$ cat src/sv/sawe_pkg.sv
// Shared types and constants for the stop-and-wait endpoint.
package sawe_pkg;

    localparam int CLIENT_ENTRIES_DEF = 16;
    localparam int ID_W   = 32;
    localparam int ADDR_W = 48;
    localparam int PORT_W = 16;
    localparam int LEN_W  = 16;

    typedef logic [ID_W-1:0]   t_id;
    typedef logic [ADDR_W-1:0] t_addr;

    typedef struct packed {
        logic              is_ack;
        t_id               seq_id;
        t_addr             src_address;
        logic [PORT_W-1:0] src_port;
        logic [PORT_W-1:0] dst_port;
        logic [LEN_W-1:0]  payload_length;
    } t_in;

    typedef struct packed {
        logic              send_ack;
        t_addr             ack_dest_address;
        logic [PORT_W-1:0] ack_dest_port;
        logic [PORT_W-1:0] ack_source_port;
        t_id               ack_id;
        logic [LEN_W-1:0]  ack_length;
        logic              deliver;
        logic              send_confirmed;
        t_id               outstanding_id;
        logic              table_full;
    } t_out;

    typedef enum logic {
        ST_IDLE,
        ST_LOOK
    } t_state;

    typedef struct packed {
        logic commit;
        logic alloc;
        logic new_exp_one;
    } t_cell_cmd;

    typedef struct packed {
        logic valid;
        logic hit;
        logic le;
        logic eq;
    } t_cell_stat;

endpackage

$ cat src/sv/sawe_cell.sv
// One client table cell: sender address, expected id and local compare.
module sawe_cell (
    input  logic                 i_clk,
    input  logic                 i_rst_n,
    input  logic                 i_cap,
    input  sawe_pkg::t_addr      i_cap_addr,
    input  sawe_pkg::t_id        i_cap_seq,
    input  sawe_pkg::t_addr      i_wr_addr,
    input  logic                 i_prev_valid,
    input  sawe_pkg::t_cell_cmd  i_cmd,
    output sawe_pkg::t_cell_stat o_stat
);

    logic            r_valid;
    logic            r_hit;
    logic            r_le;
    logic            r_eq;
    sawe_pkg::t_addr r_addr;
    sawe_pkg::t_id   r_exp;
    logic            w_match;
    logic            w_take;

    assign w_match = r_valid && (r_addr == i_cap_addr);
    assign w_take  = i_cmd.commit && i_cmd.alloc && i_prev_valid && !r_valid;

    always_ff @(posedge i_clk) begin
        if (!i_rst_n) begin
            r_valid <= 1'b0;
            r_hit   <= 1'b0;
            r_le    <= 1'b0;
            r_eq    <= 1'b0;
        end else begin
            if (i_cap) begin
                r_hit <= w_match;
                r_le  <= w_match && (i_cap_seq <= r_exp);
                r_eq  <= w_match && (i_cap_seq == r_exp);
            end
            if (w_take) begin
                r_valid <= 1'b1;
            end
        end
    end

    always_ff @(posedge i_clk) begin
        if (w_take) begin
            r_addr <= i_wr_addr;
            r_exp  <= {{(sawe_pkg::ID_W-1){1'b0}}, i_cmd.new_exp_one};
        end else if (i_cmd.commit && r_hit && r_eq) begin
            r_exp  <= r_exp + sawe_pkg::ID_W'(1);
        end
    end

    assign o_stat.valid = r_valid;
    assign o_stat.hit   = r_hit;
    assign o_stat.le    = r_le;
    assign o_stat.eq    = r_eq;

endmodule

$ cat src/sv/stop_and_wait_endpoint_top.sv
// Top level of the stop-and-wait endpoint, receive side.
// Input channel: one packet header per request (i_in_valid / o_in_ready,
// payload i_in). Output channel: one result per request (o_out_valid /
// i_out_ready, payload o_out).
// A header is taken in the idle state; every client cell compares its
// sender address and expected id against it at that edge. In the lookup
// state the cell flags are OR-reduced; once the output register is free,
// the result is formed into it and the cells and the send id update.
// A new request is taken only after the previous one has committed, since
// the input is not ready during the compare-then-commit pass (lookup).
// New senders take the first free cell; the valid flags pass down the row
// so a cell allocates when its left neighbor is in use and it is not.
// A new request is accepted while a finished result waits at the output.
// If the output stalls, the next request waits in the lookup state, cells
// untouched, until the output register frees.
// Reset clears the send id, all cell valid flags and the output valid.
module stop_and_wait_endpoint_top #(
    parameter int CLIENT_ENTRIES = sawe_pkg::CLIENT_ENTRIES_DEF
) (
    input  logic           i_clk,
    input  logic           i_rst_n,
    input  logic           i_in_valid,
    output logic           o_in_ready,
    input  sawe_pkg::t_in  i_in,
    output logic           o_out_valid,
    input  logic           i_out_ready,
    output sawe_pkg::t_out o_out
);

    sawe_pkg::t_state     r_state;
    sawe_pkg::t_state     n_state;
    sawe_pkg::t_in        r_req;
    sawe_pkg::t_id        r_send_id;
    sawe_pkg::t_id        n_send_id;
    sawe_pkg::t_out       r_out;
    sawe_pkg::t_out       n_out;
    logic                 r_out_valid;
    logic                 n_out_valid;

    logic                 w_accept;
    logic                 w_commit;
    logic                 w_confirm;
    logic                 w_hit_any;
    logic                 w_le_any;
    logic                 w_eq_any;
    logic                 w_full;
    logic                 w_le;
    logic                 w_eq;
    logic                 w_drop;
    sawe_pkg::t_cell_cmd  w_cmd;
    sawe_pkg::t_cell_stat w_stat [CLIENT_ENTRIES];
    logic [CLIENT_ENTRIES-1:0] w_valid;
    logic [CLIENT_ENTRIES-1:0] w_prev_valid;
    logic [CLIENT_ENTRIES-1:0] w_hit;
    logic [CLIENT_ENTRIES-1:0] w_le_vec;
    logic [CLIENT_ENTRIES-1:0] w_eq_vec;

    assign w_accept = i_in_valid && o_in_ready;

    always_comb begin
        n_state = r_state;
        case (r_state)
            sawe_pkg::ST_IDLE: begin
                if (i_in_valid) begin
                    n_state = sawe_pkg::ST_LOOK;
                end
            end
            sawe_pkg::ST_LOOK: begin
                if (!r_out_valid || i_out_ready) begin
                    n_state = sawe_pkg::ST_IDLE;
                end
            end
            default: begin
                n_state = sawe_pkg::ST_IDLE;
            end
        endcase
    end

    always_comb begin
        o_in_ready = 1'b0;
        w_commit   = 1'b0;
        case (r_state)
            sawe_pkg::ST_IDLE: begin
                o_in_ready = 1'b1;
            end
            sawe_pkg::ST_LOOK: begin
                w_commit = !r_out_valid || i_out_ready;
            end
            default: begin
                o_in_ready = 1'b0;
                w_commit   = 1'b0;
            end
        endcase
    end

    genvar g;
    generate
        for (g = 0; g < CLIENT_ENTRIES; g++) begin : g_cell
            if (g == 0) begin : g_first
                assign w_prev_valid[g] = 1'b1;
            end else begin : g_rest
                assign w_prev_valid[g] = w_valid[g-1];
            end
            sawe_cell u_cell (
                .i_clk        (i_clk),
                .i_rst_n      (i_rst_n),
                .i_cap        (w_accept),
                .i_cap_addr   (i_in.src_address),
                .i_cap_seq    (i_in.seq_id),
                .i_wr_addr    (r_req.src_address),
                .i_prev_valid (w_prev_valid[g]),
                .i_cmd        (w_cmd),
                .o_stat       (w_stat[g])
            );
            assign w_valid[g]  = w_stat[g].valid;
            assign w_hit[g]    = w_stat[g].hit;
            assign w_le_vec[g] = w_stat[g].le;
            assign w_eq_vec[g] = w_stat[g].eq;
        end
    endgenerate

    assign w_hit_any = |w_hit;
    assign w_le_any  = |w_le_vec;
    assign w_eq_any  = |w_eq_vec;
    assign w_full    = w_valid[CLIENT_ENTRIES-1];

    assign w_drop = !r_req.is_ack && !w_hit_any && w_full;
    assign w_le   = w_hit_any ? w_le_any : (r_req.seq_id == '0);
    assign w_eq   = w_hit_any ? w_eq_any : (r_req.seq_id == '0);

    assign w_cmd.commit      = w_commit && !r_req.is_ack;
    assign w_cmd.alloc       = !w_hit_any;
    assign w_cmd.new_exp_one = (r_req.seq_id == '0);

    assign w_confirm = r_req.is_ack && (r_req.seq_id == r_send_id);
    assign n_send_id = w_confirm ? (r_send_id + sawe_pkg::ID_W'(1)) : r_send_id;

    always_comb begin
        n_out                  = '0;
        n_out.send_confirmed   = w_confirm;
        n_out.outstanding_id   = n_send_id;
        n_out.table_full       = w_drop;
        if (!r_req.is_ack && !w_drop) begin
            n_out.deliver = w_eq;
            if (w_le) begin
                n_out.send_ack         = 1'b1;
                n_out.ack_dest_address = r_req.src_address;
                n_out.ack_dest_port    = r_req.src_port;
                n_out.ack_source_port  = r_req.dst_port;
                n_out.ack_id           = r_req.seq_id;
                n_out.ack_length       = r_req.payload_length;
            end
        end
    end

    assign n_out_valid = w_commit ? 1'b1 : (i_out_ready ? 1'b0 : r_out_valid);

    always_ff @(posedge i_clk) begin
        if (!i_rst_n) begin
            r_state     <= sawe_pkg::ST_IDLE;
            r_send_id   <= '0;
            r_out_valid <= 1'b0;
        end else begin
            r_state     <= n_state;
            r_out_valid <= n_out_valid;
            if (w_commit) begin
                r_send_id <= n_send_id;
            end
        end
    end

    always_ff @(posedge i_clk) begin
        if (w_accept) begin
            r_req <= i_in;
        end
        if (w_commit) begin
            r_out <= n_out;
        end
    end

    assign o_out_valid = r_out_valid;
    assign o_out       = r_out;

    a_hit_unique: assert property (@(posedge i_clk) disable iff (!i_rst_n)
        $onehot0(w_hit))
        else $error("more than one client cell matched the sender");

    a_fill_order: assert property (@(posedge i_clk) disable iff (!i_rst_n)
        (w_valid & ~w_prev_valid) == '0)
        else $error("client cell in use while its left neighbor is free");

    a_deliver_acked: assert property (@(posedge i_clk) disable iff (!i_rst_n)
        o_out_valid |-> (!o_out.deliver || o_out.send_ack))
        else $error("delivered request without acknowledgement");

    a_stall_holds_id: assert property (@(posedge i_clk) disable iff (!i_rst_n)
        (o_out_valid && !i_out_ready) |=> $stable(r_send_id))
        else $error("send id moved while the output was stalled");

endmodule
$ cat config.mk
export PLATFORM = sky130hd
export DESIGN_NAME = stop_and_wait_endpoint_top
export DESIGN_NICKNAME = d
export VERILOG_FILES = /design/src/sv/sawe_pkg.sv /design/src/sv/sawe_cell.sv /design/src/sv/stop_and_wait_endpoint_top.sv
export SDC_FILE = /design/constraint.sdc
export NUM_CORES = 2
export LEC_CHECK = 0
export ABC_AREA = 1
export BUFFER_PORTS_ARGS = -buffer_cell sky130_fd_sc_hd__buf_2
export CORE_MARGIN = 4
export CORE_UTILIZATION = 60
export CTS_CLUSTER_DIAMETER = 150
export CTS_CLUSTER_SIZE = 40
export DETAILED_ROUTE_END_ITERATION = 16
export MAX_ROUTING_LAYER = met4
export PLACE_DENSITY = 0.77
export SLEW_MARGIN = 5
export SYNTH_ARGS = -nofsm -noshare
export SYNTH_HDL_FRONTEND = slang
export SYNTH_SLANG_ARGS = --single-unit
$ cat constraint.sdc
create_clock -name i_clk -period 14.2 [get_ports i_clk]
set_input_delay 2.84 -clock i_clk [delete_from_list [all_inputs] [get_ports i_clk]]
set_output_delay 2.84 -clock i_clk [all_outputs]
set_load 0.02 [all_outputs]
==> metrics.md <==
| Metric | Value |
|---|---|
| Gp weighted congestion | `1.017` |
| Achievable Freq | `158.5 MHz` |
| Synthesized area | `92960 um2` |
| Yosys Warn Count | `0` |
| Final setup fails | `0` |
| CTS Buffer Depth | `3` |
| Synth area leaders | `edfxtp_1, nand2_1, dfxtp_1` |
| Cells after Synth | `11.64k` |
| DRC violations left | `0` |
| Clock latency on the worst-skew pair | `0.77 ns` |
| Initial antenna violation count | `20` |
| Final net count | `12.43k` |
| Peak supply drop | `104.5 uV` |
| H-tree levels | `2` |
| Pre-CTS WS | `7.119 ns` |
| Data required, critical path | `14.58 ns` |
| Routed vias | `78.35k` |
| Post-synth EDFFs | `1077` |
| Die Y | `401.6 um` |
| Slew @ Worst Pin | `1.241 ns` |
| Clock Pin Slew Worst Setup and Hold Paths | `0.17 ns` |
| RSZ-0062 raised after global routing | `no` |
| CP arrival | `6.70 ns` |
| Ys flop type | `edfxtp_1` |
| Global router's overall resource usage | `34.08%` |
| Syn_nets | `12.30k` |
| Final ANT Viol Nets | `0` |
| Layout cells sized above 1 | `4.217%` |
| Total power draw | `8.334 mW` |
| Setup TNS | `0 ns` |
| Worst hold slack | `0.4804 ns` |
| Crit path max fanout | `60` |
| Library cells used by synthesis | `51` |
| Static leakage | `41.27 nW` |
| Fin util | `63.35%` |
| Cts hold-fix bufs | `0` |
| Num Clock Sinks | `1671` |
| Starting density of the core | `60.34%` |
| Setup CP Type | `input port to flip-flop` |
| CTS tree | `yes` |
| Grt ovf | `0` |
| Max transition margin | `17.04%` |
| Worst Skew | `0.04508 ns` |
| Post CTS Setup Buffer Count | `0` |
| Hold Vio Cnt, Final | `0` |
| Startpoint Class | `input port` |
| Fraction of registers with async set or reset after synthesis | `0%` |
| Avg Inst Size Synth | `7.985 um2` |
| First-pass iteration count of the detailed router | `8` |
| Largest net degree at the start of global routing | `72` |
| Syn-to-layout area delta | `4.976%` |
| Final wirelength | `275700 um` |
| Rows | `144` |
| Final Worst Setup Slack | `7.889 ns` |
| Max_cap viols | `0` |
| WHS Path Cells | `2` |
| First DRT Iteration DRCs | `8608` |
| Ports | `299` |
| Vias per cell | `5.651` |
| Die Wd | `401.6 um` |
| Top cell type's share of synthesized area | `34.79%` |
| Synth area leader | `edfxtp_1` |
| CP endpoint kind | `flip-flop` |
| #FFs+latches synth | `1671` |
| First-pass GRT wire length | `419000 um` |
| Worst min path class | `flip-flop to flip-flop` |
| Root Driver | `clkbuf_16` |
| Post-layout min period | `6.311 ns` |
| Post-DP HPWL | `193600 um` |
| Port Buffers | `298` |
| Wire length per cell | `19.88 um` |
| FF-to-FF path depth | `9` |
| Number of global-route vias before repair | `74.22k` |
| Period Utilization, post-route | `44.44%` |
| CORE AREA | `154000 um2` |
| Sequential element share of the synthesized area | `47.58%` |
| Cell Pwr Density | `85.40 nW/um2` |
| Outcome | `complete, no violations` |
| TritonCTS buffer count | `47` |
| Pins over their slew limit | `0` |
| Cts repair resizes | `0` |
| Area of the die | `161300 um2` |
-- report_power, final --
part | switching, mW | internal, mW | total (mW)
logic | 0.584 | 0.252 | 0.836
clock network | 1.48 | 0.657 | 2.13
registers | 0.0959 | 5.27 | 5.37
-- metal layers --
| metal | routed length [um] | GRT usage, % |
|---|---|---|
| met5 | 0 | - |
| met4 | 14310 | 14.56 |
| met3 | 25460 | 4.351 |
| met2 | 124900 | 53.55 |
| met1 | 111000 | 44.73 |
-- critical path, cell delays in order --
cell and delay (ns):
buf_2 0.08, inv_1 0.07, a21oi_4 0.11, buf_4 0.60, nand2_8 0.30, nor2_4 0.38
buf_4 0.35, nand3_1 0.60, inv_4 0.36, buf_4 0.75
-- final cells by class --
class / count / area [um2]
flip-flops and latches: 1671 / 44230
diodes: 12 / 30.03
fillers: 13283 / 56460
clock buffers: 83 / 1321
inverters: 1500 / 5658
well taps: 2044 / 2557
clock inverters: 4 / 85.08
multi-input cells: 8204 / 41840
repair buffers: 347 / 1859
-- logic make-up after synthesis --
group / after synthesis / synth area share (%)
xor gates and xnor gates: 567 / 5.342
AOI/OAI and AO/OA: 926 / 5.221
and+or+nand+nor: 6182 / 27.32
buffers and inverters: 1766 / 7.418
DFF: 1671 / 47.58
adders and majority gates: 529 / 7.120
-- placed cells by master, fill, tap and decap left out, types with 49 or more instances in the layout --
cell type | Yosys | final
nand2_1 | 3693 | 3692
inv_1 | 1478 | 1473
nor2_1 | 1368 | 1365
edfxtp_1 | 1077 | 1077
a21oi_1 | 638 | 638
dfxtp_1 | 594 | 594
ha_1 | 529 | 529
nand3_1 | 439 | 439
xnor2_1 | 333 | 333
nor3_1 | 313 | 313
buf_2 | 124 | 298
xor2_1 | 234 | 234
o21ai_0 | 197 | 197
nand4_1 | 190 | 190
buf_4 | 5 | 49
-- synthesized netlist by cell type (4+ instances only) --
master    count
o31ai_1       4
clkbuf_1    115
a21o_1       21
edfxtp_1   1077
nor2_2       17
nor4_1       40
nor3b_1      34
nand4_1     190
or2_2        14
o21a_1       44
nand3_1     439
nand4_2       6
dfxtp_1     594
o21ai_0     197
nand3b_1      9
ha_1        529
and2_1       14
a31oi_1       5
nand3_4       4
xor2_1      234
buf_2       124
nor3_1      313
inv_1      1478
clkinv_1      4
nor2_8        4
nand2_1    3693
a21oi_1     638
buf_4         5
inv_2        18
buf_1         8
nor2_1     1368
and3_1        8
nor2_4        8
o21ai_1       7
xnor2_1     333
buf_6        12
nand3_2      13
-- final timing paths --
kind	from	slack [ns]	end
setup / recovery	i_out_ready	7.89	g_cell[8].u_cell.r_addr[13]
setup reg to reg	r_state	9.64	g_cell[8].u_cell.r_addr[13]
hold / removal	g_cell[13].u_cell.r_exp[31]	0.48	g_cell[13].u_cell.r_exp[31]
hold reg to reg	g_cell[13].u_cell.r_exp[31]	0.48	g_cell[13].u_cell.r_exp[31]
-- registers in the layout, summed over array words and instances, names as in the netlist --
signal	cells
r_req	129
o_out_valid	1
g_cell.u_cell.r_exp	512
r_state	1
g_cell.u_cell.r_valid	16
g_cell.u_cell.r_le	16
g_cell.u_cell.r_addr	768
g_cell.u_cell.r_hit	16
r_send_id	32
g_cell.u_cell.r_eq	16
o_out	164
-- through the flow --
stage                     std cells  instance area [um2]
after global placement        13766                96150
final                         13865                97580
after floorplan               11641                92960
after detailed placement      13766                96150
after CTS                     13853                97550
after global routing          13861                97570
(Power assumes the default switching activity.)
